--- config.mk ---
export PLATFORM = sky130hd
export DESIGN_NAME = cpma_lane
export DESIGN_NICKNAME = d
export VERILOG_FILES = /design/src/hw/rtl/cpma_pkg.sv /design/src/hw/rtl/cpma_lane.sv
export SDC_FILE = /design/constraint.sdc
export NUM_CORES = 2
export LEC_CHECK = 0
export BUFFER_PORTS_ARGS = -buffer_cell sky130_fd_sc_hd__clkbuf_2
export CAP_MARGIN = 40
export CELL_PAD_IN_SITES_DETAIL_PLACEMENT = 0
export CELL_PAD_IN_SITES_GLOBAL_PLACEMENT = 1
export CORE_MARGIN = 1.5
export CORE_UTILIZATION = 40
export CTS_CLUSTER_DIAMETER = 40
export DETAILED_ROUTE_END_ITERATION = 8
export GPL_TIMING_DRIVEN = 1
export PLACE_DENSITY_LB_ADDON = 0.1
export SETUP_SLACK_MARGIN = 0.3
export SYNTH_ARGS = -nofsm -noshare
export SYNTH_HDL_FRONTEND = slang
export SYNTH_SLANG_ARGS = --single-unit
--- constraint.sdc ---
create_clock -name clk -period 8.6 [get_ports clk]
set_clock_uncertainty 0.1 [all_clocks]
set_input_delay 1.29 -clock clk [delete_from_list [all_inputs] [get_ports clk]]
set_output_delay 1.29 -clock clk [all_outputs]
set_load 0.02 [all_outputs]
--- src/hw/rtl/cpma_pkg.sv ---
`timescale 1ns / 1ps
`default_nettype none
package cpma_pkg;

	localparam int LANES          = 4;
	localparam int FEATURE_BITS   = 16;
	localparam int MATRIX_MAX_DEF = 32;
	localparam int VALUE_BITS     = 48;
	localparam int WIDE_BITS      = 52;
	localparam int PROD_BITS      = 2 * FEATURE_BITS;
	localparam int COS_FRAC       = 26;
	localparam int ROOT_BITS      = 32;

	typedef logic signed [VALUE_BITS-1:0] value_t;
	typedef logic signed [WIDE_BITS-1:0]  wide_t;

	localparam value_t ONE_Q26 = value_t'(1) <<< COS_FRAC;
	localparam wide_t WIDE_VMAX = {{(WIDE_BITS-VALUE_BITS+1){1'b0}}, {(VALUE_BITS-1){1'b1}}};
	localparam wide_t WIDE_VMIN = {{(WIDE_BITS-VALUE_BITS+1){1'b1}}, {(VALUE_BITS-1){1'b0}}};

	typedef enum logic [1:0] {
		OP_FEAT   = 2'd0,
		OP_ASSIGN = 2'd1,
		OP_TRACE  = 2'd2,
		OP_MEAN   = 2'd3
	} op_t;

	localparam logic [1:0] METRIC_DOT = 2'd0;
	localparam logic [1:0] METRIC_L2  = 2'd1;
	localparam logic [1:0] METRIC_COS = 2'd2;

	localparam logic REG_METRIC = 1'b0;
	localparam logic REG_SIZE   = 1'b1;

	typedef struct packed {
		logic   sat;
		value_t val;
	} sat_t;

	typedef struct packed {
		logic signed [PROD_BITS-1:0] dot;
		logic signed [PROD_BITS-1:0] tn;
		logic signed [PROD_BITS-1:0] bn;
	} lane_prod_t;

	// Sign-extend a stored value for exact intermediate sums
	function automatic wide_t wide(input value_t v);
		return WIDE_BITS'(v);
	endfunction

	// Clip to the signed 48-bit range and flag a clip
	function automatic sat_t sat48(input wide_t x);
		sat_t s;
		if (x > WIDE_VMAX) begin
			s.sat = 1'b1;
			s.val = {1'b0, {(VALUE_BITS-1){1'b1}}};
		end else if (x < WIDE_VMIN) begin
			s.sat = 1'b1;
			s.val = {1'b1, {(VALUE_BITS-1){1'b0}}};
		end else begin
			s.sat = 1'b0;
			s.val = x[VALUE_BITS-1:0];
		end
		return s;
	endfunction

endpackage
`default_nettype wire

--- src/hw/rtl/cpma_lane.sv ---
`timescale 1ns / 1ps
`default_nettype none
module cpma_lane import cpma_pkg::*; (
	input  wire logic                           clk,
	input  wire logic                           en,
	input  wire logic signed [FEATURE_BITS-1:0] a,
	input  wire logic signed [FEATURE_BITS-1:0] b,
	output lane_prod_t                          prod_s1
);

	// Form cross and square products of one lane on transfer
	always_ff @(posedge clk) begin
		if (en) begin
			prod_s1.dot <= a * b;
			prod_s1.tn  <= a * a;
			prod_s1.bn  <= b * b;
		end
	end

endmodule
`default_nettype wire

Word level (Yosys, flattened, before mapping)
Index checks and enable logic that the tools add are counted.
{ "word_totals": {"output_inout_bits": 96, "reg_bits": 96, "in_bits": 34, "wordCells": 6} }
{ "op_classes": {"multipliers": 3} }
{ "op_table": {"columns": ["operator", "n"], "rows": [
  ["$mul 16x16->32", 3]
]} }

Logic depth before layout (Yosys ltp)
{ "depth": {"depth_word": 1, "mapped_depth": 24, "mapped_depth_nobuf": 22} }

Worst setup path before layout
OpenSTA, ideal clock, no wires.
{ "synth_path": {"path_type": "input port to flip-flop", "startpoint": "input port b[1]", "endpoint": "register prod_s1[94] (netlist name) (data pin)", "arrival_ps": 6967, "t_required_ps": 8215, "setup_time_ps": 285, "slack_ps": 1249, "stages": 20, "path_buffers": 3, "path_cell_list": "clkbuf_1 -> clkbuf_1 -> nand2_1 -> inv_1 -> fa_1 -> fa_1 -> fa_1 -> fa_1 -> fa_1 -> inv_1 -> fa_1 -> inv_1 -> ha_1 -> clkbuf_1 -> a211oi_1 -> o21ai_0 -> o31ai_4 -> o21ai_2 -> o311ai_0 -> o311ai_2"} }
{ "synth_between": {"elab_chain_len": 1} }
{ "synth_lines": {"columns": ["item", "line", "source"], "rows": [
  ["start, declared", "cpma_lane.sv:7", "input wire logic signed [FEATURE_BITS-1:0] b,"],
  ["$mul 16x16->32", "cpma_lane.sv:14", "prod_s1.dot <= a * b;"],
  ["end, declared", "cpma_lane.sv:8", "output lane_prod_t prod_s1"]
]} }
No other way between the ends.
A chain may end at the register's enable or synchronous reset.

Worst setup path in the final report
{ "layout_path": {"startpoint": "input port b[2]", "endpoint": "register prod_s1[30] (netlist name) (data pin)"} }
{ "layout_between": {"elab_chain_len": 1} }
{ "layout_lines": {"columns": ["item", "line", "source"], "rows": [
  ["$mul 16x16->32", "cpma_lane.sv:16", "prod_s1.bn <= b * b;"]
]} }
No other way between the ends.

==> impl_metrics.csv <==
group,metric,value,unit
status,run_status,"completed",
grt,antenna_found_initial,3,
grt,gr-usage-met2,37.0,%
layout,finalNetCount,4351,
sta,grt_setup_unrepaired,"no",
setup_path,path_class,"input port to flip-flop",
yosys,syn_avg_cell_area,9.58,sq um
layout,drive_above_1_share,7.24,%
setup_path,end_kind,"flip-flop",
place,io_buffers,127,
yosys,synth.area.top_cells,"fa_1 (47%), inv_1 (11%), ha_1 (11%), edfxtp_1 (9.1%), nand2_1 (3.7%)",
layout,regMostFlops,"prod_s1",
detailed_routing,wirelength,75200,um
sta,fmax,0.136,GHz
layout,largest_reg_flops,94,
grt,top_usage_layer,"met2",
layout,fill_cells,7642,
detailed_routing,drt_iter0_drc,861,
yosys,ys.flop_type,"edfxtp_1",
place,place_congestion,0.869,
cts,cts_max_path_buffers,2,
detailed_routing,routed_via_density,4.81,
grt,grt_pass1_vias,23676,
floorplan,pin_count,130,
sta,finalWorstSetupSlack,1.23,ns
yosys,ys_warn_count,0,
setup_path,critPathRequiredTime,8.63,ns
yosys,syn_inst,3235,
sta,period_needed,7.37,ns
floorplan,die_w,281,um
sta,hold_violations,0,
grt,use_met3,1.62,%
grt,grt_pass1_wl,125000,um
sta,relSlewSlack,43.2,%
yosys,ys_types,79,
grt,grt_util_met1,26.2,%
sta,drv_slew,0,
yosys,async_reset_ff_share,0,%
cts,numCtsBuffers,9,
cts,tritoncts,"done",
place,place_hpwl,63500,um
layout,register_area,2820,sq um
setup_path,crit_chain,"clkbuf_2, inv_2, nor2_1, fa_1, fa_1, fa_1, fa_1, fa_1, inv_1, fa_1, inv_1, ha_1, and4_1, and3_1, o2111ai_1, a31oi_1, o221ai_1",
cts,cts_setup_buffers,0,
layout,largest_registers,"prod_s1 (94)",
setup_path,worstSetupStartpointType,"input port",
detailed_routing,ant_nets,0,
setup_path,cpMaxStageDelayCell,"fa_1",
setup_path,crit_top_cell,"fa_1",
place,pre_cts_slack,0.770,ns
setup_path,cp.arrival,7.40,ns
detailed_routing,drc,0,
detailed_routing,wl_per_cell,17.3,um
setup_path,critical-path-top-delay-family,"adder cells",
cts,cts-root-buf,"clkbuf_16",
yosys,synth_top_area_cell,"fa_1",
cts,cts_resized,0,
grt,grt_overflow,0,
yosys,yosys.area.top_type_share,47.3,%
sta,fin_crit_sh,85.7,%
grt,grt_use_total,20.3,%
cts,clk_pin_slew,0.08,ns
floorplan,die-area,79100,sq um
detailed_routing,first_pass_iters,5,
floorplan,start_util,40.6,%
flow_run,timing.max_cap.violations,0,
setup_path,path_buf_inv,4,
layout,multi_input_area,24200,sq um
cts,hold_buffers,0,
sta,setup_tns,0,ns
yosys,syn_area,31000,sq um
sta,worstMarginPinSlew,0.840,ns
setup_path,path_max_fanout,15,
floorplan,design.core.area,76300,sq um
floorplan,row_count,101,
yosys,yosys_register_bits,94,
setup_path,critPathMaxStageDelay,0.84,ns
cts,clock_sinks,94,
floorplan,die_y,281,um
layout,syn2layout_area_growth,7.29,%
grt,grt_max_degree,51,
cts,h-tree-depth,3,
worst_hold_path,hold_class,"input port to flip-flop",
yosys,synth-seq-area-share,9.11,%
detailed_routing,vias,20997,
sta,setup_viol,0,
yosys,synth_edf_count,94,
metal layers:
metal	part of all wire (%)	vias up
met5	0	-
met4	1.7	0
met3	2.5	67
met2	53	300
met1	43	10890
li1	-	9740
stage by stage:
stage	cells	utilization (%)	cell area, sq um	hold WS [ns]
finish	4361	43.5	33200	1.31
global route	4360	43.5	33200	1.30
CTS	4359	43.5	33200	1.28
detailed placement	4344	43.2	32900	1.64
global placement	4344	43.2	32900	1.64
floorplan	3236	-	31000	1.29
synth_stat cells, drive strengths merged (4+ instances only):
cell type / count
or2: 8
o21bai: 7
nor3: 26
ha: 260
o211ai: 7
nor4: 5
inv: 919
xnor2: 92
nor2b: 10
edfxtp: 94
a21o: 23
nand3: 14
nand3b: 4
nand4: 4
fa: 732
a21oi: 80
xor2: 26
buf: 14
o21a: 14
and3: 14
clkbuf: 101
nand2b: 16
mux2i: 6
nor2: 127
a31oi: 14
o31ai: 5
and2: 177
clkinv: 4
nand2: 304
a211oi: 13
o2111ai: 4
o21ai: 50
o311ai: 5
a221oi: 4
a211o: 6
a31o: 6
area by class of cell:
cell class	count	share of cell area (%)
repair buffers	193	3.41
flip-flops and latches	94	8.49
well taps	1030	3.88
clock inverters	6	0.188
inverters	923	10.4
multi-input cells	2104	72.9
clock buffers	9	0.678
diodes	2	0.0151
worst paths after layout:
path,cells past startpoint,slack [ns],endpoint,startpoint
hold / removal,2,1.31,prod_s1[0]$_DFFE_PP_,b[0]
setup / recovery,17,1.23,prod_s1[30]$_DFFE_PP_,b[2]
kinds of logic (layout without fill, tap and decap cells):
group,Yosys count,after routing,synth area share [%]
adders and majority gates,992,992,57.8
buffers and inverters,1038,1131,12.7
xor gates and xnor gates,118,118,3.34
muxes,6,6,0.194
other,1,4,0.0121
DFF,94,94,9.11
and+or+nand+nor,727,727,11.2
AOI/OAI and AO/OA,259,259,5.70
layout by cell type (no fill, tap or decap), types with 6 or more instances in the layout:
master	instances
a31oi_1	12
a21o_1	23
fa_1	732
nor3_1	26
nor2b_1	10
ha_1	260
buf_4	67
nand2_1	304
clkbuf_16	9
a21oi_1	75
xor2_1	26
nand3_1	14
a211oi_1	12
and2_1	177
xnor2_1	92
o21ai_1	16
nor2_1	127
and3_1	14
o21bai_1	6
nand2b_1	16
mux2i_1	6
edfxtp_1	94
clkbuf_2	126
o211ai_1	7
o21ai_0	33
o21a_1	14
a211o_1	6
inv_1	915
or2_2	7
Power is not shown: default switching activity piles up to over one toggle a cycle in this logic, so the estimate is an artifact.
