**src/hw/rtl/cpma_pkg.sv**
```systemverilog
`timescale 1ns / 1ps
`default_nettype none
package cpma_pkg;

	localparam int LANES          = 4;
	localparam int FEATURE_BITS   = 16;
	localparam int MATRIX_MAX_DEF = 32;
	localparam int VALUE_BITS     = 48;
	localparam int WIDE_BITS      = 52;
	localparam int PROD_BITS      = 2 * FEATURE_BITS;
	localparam int COS_FRAC       = 26;
	localparam int ROOT_BITS      = 32;

	typedef logic signed [VALUE_BITS-1:0] value_t;
	typedef logic signed [WIDE_BITS-1:0]  wide_t;

	localparam value_t ONE_Q26 = value_t'(1) <<< COS_FRAC;
	localparam wide_t WIDE_VMAX = {{(WIDE_BITS-VALUE_BITS+1){1'b0}}, {(VALUE_BITS-1){1'b1}}};
	localparam wide_t WIDE_VMIN = {{(WIDE_BITS-VALUE_BITS+1){1'b1}}, {(VALUE_BITS-1){1'b0}}};

	typedef enum logic [1:0] {
		OP_FEAT   = 2'd0,
		OP_ASSIGN = 2'd1,
		OP_TRACE  = 2'd2,
		OP_MEAN   = 2'd3
	} op_t;

	localparam logic [1:0] METRIC_DOT = 2'd0;
	localparam logic [1:0] METRIC_L2  = 2'd1;
	localparam logic [1:0] METRIC_COS = 2'd2;

	localparam logic REG_METRIC = 1'b0;
	localparam logic REG_SIZE   = 1'b1;

	typedef struct packed {
		logic   sat;
		value_t val;
	} sat_t;

	typedef struct packed {
		logic signed [PROD_BITS-1:0] dot;
		logic signed [PROD_BITS-1:0] tn;
		logic signed [PROD_BITS-1:0] bn;
	} lane_prod_t;

	// Sign-extend a stored value for exact intermediate sums
	function automatic wide_t wide(input value_t v);
		return WIDE_BITS'(v);
	endfunction

	// Clip to the signed 48-bit range and flag a clip
	function automatic sat_t sat48(input wide_t x);
		sat_t s;
		if (x > WIDE_VMAX) begin
			s.sat = 1'b1;
			s.val = {1'b0, {(VALUE_BITS-1){1'b1}}};
		end else if (x < WIDE_VMIN) begin
			s.sat = 1'b1;
			s.val = {1'b1, {(VALUE_BITS-1){1'b0}}};
		end else begin
			s.sat = 1'b0;
			s.val = x[VALUE_BITS-1:0];
		end
		return s;
	endfunction

endpackage
`default_nettype wire

```
**src/hw/rtl/cpma_isqrt.sv**
```systemverilog
`timescale 1ns / 1ps
`default_nettype none
module cpma_isqrt import cpma_pkg::*; (
	input  wire logic                 clk,
	input  wire logic                 arst_n,
	input  wire logic                 start,
	input  wire logic [63:0]          x,
	output logic                      done,
	output logic [ROOT_BITS-1:0]      root
);

	logic [63:0] x_q;
	logic [63:0] r_q;
	logic [63:0] bit_q;
	logic        run_q;
	logic [63:0] trial;

	assign trial = r_q + bit_q;
	assign root  = r_q[ROOT_BITS-1:0];

	// Resolve one result bit per step, floor of the square root
	always_ff @(posedge clk or negedge arst_n) begin
		if (!arst_n) begin
			x_q   <= '0;
			r_q   <= '0;
			bit_q <= '0;
			run_q <= 1'b0;
			done  <= 1'b0;
		end else begin
			done <= 1'b0;
			if (start) begin
				x_q   <= x;
				r_q   <= '0;
				bit_q <= 64'h4000_0000_0000_0000;
				run_q <= 1'b1;
			end else if (run_q) begin
				if (x_q >= trial) begin
					x_q <= x_q - trial;
					r_q <= (r_q >> 1) + bit_q;
				end else begin
					r_q <= r_q >> 1;
				end
				bit_q <= bit_q >> 2;
				if (bit_q[0]) begin
					run_q <= 1'b0;
					done  <= 1'b1;
				end
			end
		end
	end

endmodule
`default_nettype wire

```
**config.mk**
```make
export PLATFORM = sky130hd
export DESIGN_NAME = cpma_isqrt
export DESIGN_NICKNAME = d
export VERILOG_FILES = /design/src/hw/rtl/cpma_pkg.sv /design/src/hw/rtl/cpma_isqrt.sv
export SDC_FILE = /design/constraint.sdc
export NUM_CORES = 1
export LEC_CHECK = 0
export ABC_CLOCK_PERIOD_IN_PS = 6700
export BUFFER_PORTS_ARGS = -buffer_cell sky130_fd_sc_hd__buf_2
export CORE_MARGIN = 2
export CORE_UTILIZATION = 55
export DETAILED_ROUTE_END_ITERATION = 8
export GPL_TIMING_DRIVEN = 1
export PLACE_DENSITY_LB_ADDON = 0.15
export SKIP_LAST_GASP = 1
export SYNTH_ARGS = -nofsm -noshare
export SYNTH_HDL_FRONTEND = slang
export SYNTH_SLANG_ARGS = --single-unit
export TNS_END_PERCENT = 10
```
**constraint.sdc**
```tcl
create_clock -name clk -period 6.7 [get_ports clk]
set_input_delay 2.01 -clock clk [delete_from_list [all_inputs] [get_ports clk]]
set_output_delay 2.01 -clock clk [all_outputs]
set_load 0.01 [all_outputs]
```
Word-level counts from Yosys, hierarchy flattened
Index checks and enable logic that the tools add are counted.

Output and inout port bits: 33. Word-level logic and storage cells: 26. Memories: 0. Bits in writable memories: 0. Input port bits: 67. Register bits: 194. Memory bits (read-only): 0. Latch bits: 0.

Divide/modulo/power cells: 0. Add/sub/neg operators: 3. Bitwise operators: 0. Multipliers: 0. Reduce and logical (&&, ||, !) cells: 3. Multiplexer cells: 14. Shifts and indexed selects: 0. Equality and inequality tests: 0. Magnitude comparators: 1.

Operators with widths (number): $mux W64 (8); $add A63 B64 Y64 (1); $add A64 B64 Y64 (1); $ge A64 B64 Y1 (1); $sub A64 B64 Y64 (1); $mux W1 (6); $reduce_bool A2 Y1 (2); $reduce_and A2 Y1 (1).

Longest topological paths before layout
Gate-level depths: netlist (run 1).

Depth after elaboration: 5. Depth in mapped cells: 26. Mapped depth without buffers: 23.

Worst setup path before layout (run 1)
OpenSTA, ideal clock, no wires.

Path type: register to register. Start: register r_q[18]. End: register x_q[20]. Required time: 6.575 ns. Stages on the path, launching flop included: 24. Setup slack: 1.449 ns. Path buffers: 2. Arrival: 5.126 ns. Clock period less this slack: 5.251 ns. Library setup time: 0.125 ns. Cells stage by stage: dfrtp_1 -> ha_1 -> a31oi_1 -> o21ai_1 -> a221o_1 -> a31o_2 -> o311ai_2 -> nand2_1 -> a31o_1 -> buf_2 -> a211oi_1 -> xor2_1 -> ha_1 -> clkbuf_1 -> nand4_1 -> nor4_1 -> and3_1 -> nand4_1 -> and3b_1 -> o221ai_2 -> a21oi_4 -> nor2_4 -> mux2_2 -> mux2_2.

Word-level cells in the longest chain between the ends: 5. Elaborated cells on any way between the ends: 8. Those cells by class: 2 x add/sub; 1 x order compare; 3 x mux; 2 x reduce/logical.

Ends and longest elaborated chain: start, declared (line cpma_isqrt.sv:13) `logic [63:0] r_q;`; start signal, assigned (line cpma_isqrt.sv:39) `r_q <= (r_q >> 1) + bit_q;`; start signal, assigned (line cpma_isqrt.sv:41) `r_q <= r_q >> 1;`; $add A64 B64 Y64 * (line cpma_isqrt.sv:18) `assign trial = r_q + bit_q;`; $sub A64 B64 Y64 (line cpma_isqrt.sv:38) `x_q <= x_q - trial;`; $mux W64 (line cpma_isqrt.sv:37) `if (x_q >= trial) begin`; $mux W64 (line cpma_isqrt.sv:36) `end else if (run_q) begin`; $mux W64 (line cpma_isqrt.sv:31) `if (start) begin`; end signal, assigned (line cpma_isqrt.sv:38); end, declared (line cpma_isqrt.sv:12) `logic [63:0] x_q;`.

Every way passes the cells marked *; elsewhere a longest branch is shown, timed or not. The select of a mux whose other input is x is not followed. A chain may end at the register's enable or synchronous reset.

Worst setup path after layout (run 1)
Start: register r_q[22]. End: register r_q[62].

Word-level cells in the longest chain between the ends: 5. Elaborated cells on any way between the ends: 6. Those cells by class: 2 x add/sub; 1 x order compare; 3 x mux.

Ends and longest elaborated chain (line): $add A64 B64 Y64 (cpma_isqrt.sv:18); $ge A64 B64 Y1 (cpma_isqrt.sv:37); $mux W64 * (cpma_isqrt.sv:37); $mux W64 * (cpma_isqrt.sv:36); $mux W64 * (cpma_isqrt.sv:31).

Marks and branches as above.

==> flow_metrics.tcl, run 1 <==
set metrics [dict create \
    power_mw 7.94 \
    fin_cells 2478 \
    syn_to_final_growth_pct 6.68 \
    synth_top_area_share_pct 24.9 \
    dieArea_um2 31000 \
    wire_per_inst_um 19.9 \
    r2r_end "r_q[62]" \
    grt_pass1_wl_um 78600 \
    cts_made_buffers 17 \
    netlist_area_um2 16300 \
    async_reset_ff_share_pct 100 \
    syn_nets 2280 \
    crit_path_start_kind "flip-flop" \
    end_kind "flip-flop" \
    clkPwrFrac_pct 12.5 \
    core_area_um2 28900 \
    slew_viol_final 0 \
    status "finished, final reports clean" \
    comb_power_share_pct 67.5 \
    rsz0062_at_grt "no" \
    yosysSeqAreaShare_pct 24.9 \
    htreeDepth 4 \
    wl_met2_um 20200 \
    layout.nets 2278 \
    hold_path_class "flip-flop to flip-flop" \
    path_max_fanout 39 \
    finClkSkew_ns 0.0131 \
    drive_gt1_share_pct 10.8 \
    post-route-min-period_ns 6.28 \
    drt_iter0_markers 1507 \
    irDropWorstVdd_mv 0.317 \
    max_slew_margin_pct 44.5 \
    r2r-start "r_q[22]" \
    drt-pass1-iter-count 5 \
    chipWidth_um 176 \
    final_util_pct 60.0 \
    syn_area_per_cell_um2 7.81 \
    antenna_found_initial 1 \
    path_clk_slew_ns 0.07 \
    cap_violations 0 \
    ant_nets 0 \
    cp_data_required_time_ns 7.05 \
    switching_share_pct 51.8 \
    synthCells 2082 \
    grt_pass1_vias 14600 \
    layout_setup_ws_ns 0.417 \
    finalHoldViolations 0 \
    critPathKind "flip-flop to flip-flop" \
    ys.flop_type "dfrtp_1" \
    tns_ns 0 \
    endpoint "r_q[62]" \
    grt_max_degree 93 \
    cellPowerDensity_nw_per_um2 458 \
    synthTopCellsByArea "dfrtp_1 (25%), ha_1 (10%), nand2_1 (5.7%)" \
    critPathArrivalTime_ns 6.63 \
    reg2reg_depth 23 \
    boundaryPins 100 \
    synth.distinct_cells 88 \
    highest_layer "met4" \
    switching_power_mw 4.11 \
    ys_seq_elements 162 \
    postCtsHoldBufs 0 \
    dp_cells 2445 \
    seq_power_share_pct 20.0 \
    fmax_mhz 159 \
    gp_congestion 0.953 \
    wl_um 49400 \
    yosys.area.top_type "dfrtp_1" \
    clock-sinks 162 \
    p_int_mw 3.83 \
    rows 62 \
    place_area_um2 16800 \
    cts_buffer_depth 2 \
    ys_warn_count 0 \
    p_leak_nw 7.70 \
    die_y_um 176 \
    globalRouteTotalUtil_pct 32.0 \
    worst_pin_slew_ns 0.825 \
    grt_overflow 0 \
    design_area_um2 17400 \
    portBuffers 99 \
    vias 15800 \
    holdWs_ns 0.551 \
    start_util_pct 56.2 \
    clockRootBuffer "clkbuf_16" \
    critPathLaunch "r_q[22]" \
    ff2ff_setup_slack_ns 0.42 \
    synth_edf_count 0 \
    drc 0 \
    post-route-period-util_pct 93.8 \
    detailed_place_hpwl_um 37100 \
    clock_latency_ns 0.47 \
    finalSetupViolCount 0 \
    cts_tree "done" \
    preCtsSetupSlack_ns 0.434 \
    fillCellCount 2637 \
    via_per_inst 6.37 \
    wl_met3_um 3960 \
    m1WireLength_um 24400 \
]
-- power groups by stage --
stage / Clock, mW / Sequential (mW) / Combinational [mW]
2_1_floorplan: 0 / 1.43 / 4.12
3_3_place_gp: 0 / 1.58 / 5.17
3_5_place_dp: 0 / 1.58 / 5.22
4_1_cts: 1.00 / 1.57 / 5.26
5_1_grt: 1.04 / 1.62 / 5.92
6_report: 0.992 / 1.59 / 5.36
-- flip-flops by register name, summed over array words and instances, names as in the netlist --
name   count
x_q       64
bit_q     32
done       1
r_q       64
run_q      1
-- synth_stat cells (all sizes together), types with 36 or more instances --
cell	count
ha	130
nand4	47
a31oi	54
nor2	209
mux2i	52
a21oi	172
dfrtp	162
inv	52
nand3	41
o21bai	37
xor2	70
nand2	248
nor3	42
xnor2	70
buf	71
o21ai	166
a211oi	36
clkbuf	74
-- cell families (layout without fill, tap and decap cells) --
family                   after synthesis  in the layout  synth area share [%]
multiplexers                          69             69                  4.38
flip-flops                           162            162                  24.9
other                                  0              1                     0
adder cells (fa/ha/maj)              131            131                  10.1
AND/OR/NAND/NOR                      721            721                  20.6
buffers and inverters                197            208                  5.69
XOR/XNOR                             140            140                  7.54
AO/OA/AOI/OAI                        662            662                  26.8
-- placed cells by master (no fill, tap or decap), types with 20 or more instances in the layout --
| cell | instances |
|---|---|
| a21oi_1 | 168 |
| and3_1 | 20 |
| xor2_1 | 70 |
| buf_4 | 20 |
| a21o_1 | 28 |
| o21ai_0 | 158 |
| buf_2 | 97 |
| nand3_1 | 41 |
| o21bai_1 | 37 |
| nand4_1 | 47 |
| a31o_2 | 20 |
| inv_1 | 52 |
| nor3_1 | 42 |
| nor2_1 | 208 |
| dfrtp_1 | 161 |
| ha_1 | 130 |
| mux2i_1 | 52 |
| xnor2_1 | 70 |
| a31oi_1 | 53 |
| a211oi_1 | 34 |
| nand2_1 | 248 |
-- routing by layer --
metal	vias to the layer above	track usage, %
li1	7605	-
met1	7527	49.9
met2	602	45.6
met3	48	5.17
met4	0	8.13
met5	-	0
-- cell type report --
cell class,count,area [µm²],share of cell area (%)
well taps,384,480,2.77
multi-input cells,1723,11300,65.1
diodes,1,2.50,0.0144
inverters,52,195,1.12
clock inverters,15,144,0.829
repair buffers,124,758,4.37
clock buffers,17,425,2.45
flip-flops and latches,162,4060,23.4
-- worst min-delay path by stage --
stage	from	endpoint	slack [ns]	cells after the start
2_1_floorplan	x_q[59]	x_q[59]	0.50	2
4_1_cts	x_q[52]	x_q[52]	0.55	2
5_1_grt	bit_q[62]	bit_q[62]	0.59	1
3_5_place_dp	x_q[52]	x_q[52]	0.53	2
3_3_place_gp	x_q[58]	x_q[58]	0.53	2
6_report	x_q[52]	x_q[52]	0.55	2
-- critical path, cell delays in order (launching register included) --
cell and delay, ns:
dfrtp_1 0.53, ha_1 0.41, a31oi_1 0.21, o21ai_1 0.15, a221o_1 0.37, a31o_2 0.26
o311ai_2 0.29, a21oi_1 0.16, o21ai_2 0.19, mux2i_1 0.11, a2111oi_1 0.55, buf_4 0.23
ha_1 0.28, nand4_1 0.19, nor4_1 0.36, and3_1 0.31, nand4_1 0.11, and3b_1 0.24
o221ai_2 0.11, a21o_2 0.25, buf_12 0.24, a2bb2oi_1 0.21, o32ai_1 0.10, a311o_1 0.30
-- timing repair --
item	in CTS	in global routing
setup endpoints to repair	0	6
setup buffers	0	0
resized for setup	0	1
(Power assumes the default switching activity.)
==> inputs of run 2 (changes only) <==
--- a/config.mk
+++ b/config.mk
@@ -8,7 +8,7 @@
 export ABC_CLOCK_PERIOD_IN_PS = 6700
 export BUFFER_PORTS_ARGS = -buffer_cell sky130_fd_sc_hd__buf_2
 export CORE_MARGIN = 2
-export CORE_UTILIZATION = 55
+export CORE_UTILIZATION = 39
 export DETAILED_ROUTE_END_ITERATION = 8
 export GPL_TIMING_DRIVEN = 1
 export PLACE_DENSITY_LB_ADDON = 0.15
==> run 2 against run 1 <==
  * Clock skew decreased by 0.0017 ns
  * Cell count up 6.6%
  * Fmax about the same
  * Sequential share of layout area down 0.37 points
  * Combinational power is 2% higher
  * Sequential power hardly changed
  * Worst setup slack barely moved
  * Clock power is 2% lower
  * Clock-buffer cell count rose by 1
  * Global-route usage fell by 7.6 points
  * Worst hold slack improved by 0.0026 ns
  * Total power increased by 1.2%
  * Critical path type unchanged
  * Highest routed layer is now met5
==> flow_metrics.tcl, run 2 (synthesized netlist as in run 1, its figures left out) <==
set metrics [dict create \
    grt_pass1_wl_um 83800 \
    cap_violations 0 \
    final_cell_mix "nand2_1 (248), nor2_1 (208), a21oi_1 (168)" \
    critPathKind "flip-flop to flip-flop" \
    finClkSkew_ns 0.0114 \
    cts_made_buffers 17 \
    start_util_pct 39.7 \
    path_clk_slew_ns 0.08 \
    reg.largest.list "r_q (64), x_q (64), bit_q (32)" \
    grt_overflow 0 \
    gp_congestion 0.910 \
    postCtsHoldBufs 0 \
    wl_met2_um 21900 \
    die_y_um 208 \
    chipWidth_um 208 \
    dp_cells 2608 \
    cp_slowest_cell "dfrtp_1" \
    drive_gt1_share_pct 11.6 \
    cellPowerDensity_nw_per_um2 456 \
    wl_met3_um 2990 \
    clockRootBuffer "clkbuf_16" \
    slew_viol_final 0 \
    portBuffers 99 \
    tns_ns 0 \
    syn_to_final_growth_pct 8.41 \
    drc 0 \
    cp_data_required_time_ns 7.03 \
    drt_iter0_markers 1356 \
    htreeDepth 4 \
    power_mw 8.04 \
    rows 74 \
    vias 15700 \
    fillCellCount 4183 \
    layout.nets 2296 \
    critPathArrivalTime_ns 6.61 \
    grt_pass1_vias 14600 \
    grt_max_degree 84 \
    highest_layer "met5" \
    ant_nets 0 \
    clock-sinks 162 \
    rsz0062_at_grt "no" \
    drt-pass1-iter-count 5 \
    hold_path_class "flip-flop to flip-flop" \
    worst_pin_slew_ns 0.883 \
    fin_cells 2642 \
    reg2reg_depth 23 \
    post-route-period-util_pct 93.8 \
    globalRouteTotalUtil_pct 24.4 \
    irDropWorstVdd_mv 0.200 \
    wl_um 52900 \
    end_kind "flip-flop" \
    detailed_place_hpwl_um 40600 \
    max_slew_margin_pct 40.6 \
    status "finished, final reports clean" \
    finalSetupViolCount 0 \
    post-route-min-period_ns 6.28 \
    cts_tree "done" \
    path_max_fanout 28 \
    boundaryPins 100 \
    clock_latency_ns 0.47 \
    crit_path_start_kind "flip-flop" \
    cts_buffer_depth 2 \
    core_area_um2 41000 \
    dieArea_um2 43400 \
    via_per_inst 5.93 \
    antenna_found_initial 1 \
    final_common_cell "nand2_1" \
    wire_per_inst_um 20.0 \
    p_leak_nw 7.76 \
    cpPeakStageDelay_ns 0.50 \
    fmax_mhz 159 \
    diodes 0 \
    m1WireLength_um 27000 \
    worstPathCellList "ha_1, a31oi_1, o21ai_1, a221o_1, a31o_2, o311ai_2, a21oi_1, o21ai_2, mux2i_1, a2111oi_2, buf_4, ha_1, nand4_1, nor4_2, and3_1, nand4_1, and3b_1, o221ai_2, a21o_4, buf_12, mux2_2, mux2i_1, nor2_1" \
    hold_depth 2 \
    finalHoldViolations 0 \
]
run 2: cell types whose count changed in the layout (fill, tap and decap cells not counted), sizes merged:
cell | previous run | this run
buf | 124 | 142
clkbuf | 17 | 18
clkinv | 5 | 1
clkinvlp | 2 | 4
diode | 1 | 0
run 2: critical path, delay by kind of cell, from the launching register on:
kind / cells / cell delay [ns]
flip-flops: 1 / 0.50
buffers and inverters: 2 / 0.40
multiplexers: 3 / 0.58
adder cells (fa/ha/maj): 2 / 0.72
AND/OR/NAND/NOR: 6 / 1.39
AO/OA/AOI/OAI: 10 / 2.52
run 2: what timing repair did:
action / 4_1_cts / 5_1_grt
gates resized for setup: 0 / 4
buffers inserted: 0 / 3
endpoints found under the setup margin: 0 / 117
run 2: cell type report:
class                           count  area (µm²)  share of cell area [%]
Multi-Input combinational cell   1723       11300                    64.1
Sequential cell                   162        4060                    23.0
Timing Repair Buffer              142         856                    4.85
Tap cell                          532         666                    3.78
Clock buffer                       18         439                    2.49
Inverter                           52         195                    1.11
Clock inverter                     13         114                   0.646
run 2: routing by layer:
metal  global-route usage (%)  up-vias
met1                     37.9     7456
met2                     35.2      509
met3                     2.96       47
met4                     6.40        2
met5                        0        -
li1                         -     7664
run 2: final timing paths:
kind,endpoint,start,slack (ns)
setup / recovery,r_q[28],r_q[18],0.42
hold / removal,x_q[50],x_q[50],0.55
setup reg to reg,r_q[28],r_q[18],0.42
hold reg to reg,x_q[50],x_q[50],0.55
max in group asynchronous,run_q,arst_n,3.92
min in group asynchronous,r_q[12],arst_n,1.58
run 2: per-stage QoR:
step	worst slack, ns	hold slack [ns]	area, µm²	util, %
3_5_place_dp	0.110	0.520	17000	41.5
4_1_cts	0.0936	0.543	17600	42.9
6_report	0.416	0.553	17600	43.0
5_1_grt	0.00143	0.589	17600	43.0
3_3_place_gp	0.269	0.517	17000	41.5
2_1_floorplan	1.45	0.498	16300	-
run 2: power breakdown:
group	switching [mW]	internal [mW]	leakage (nW)
clock	0.481	0.494	0.261
combinational	3.30	2.17	5.39
sequential	0.340	1.25	2.11
total	4.12	3.92	7.76
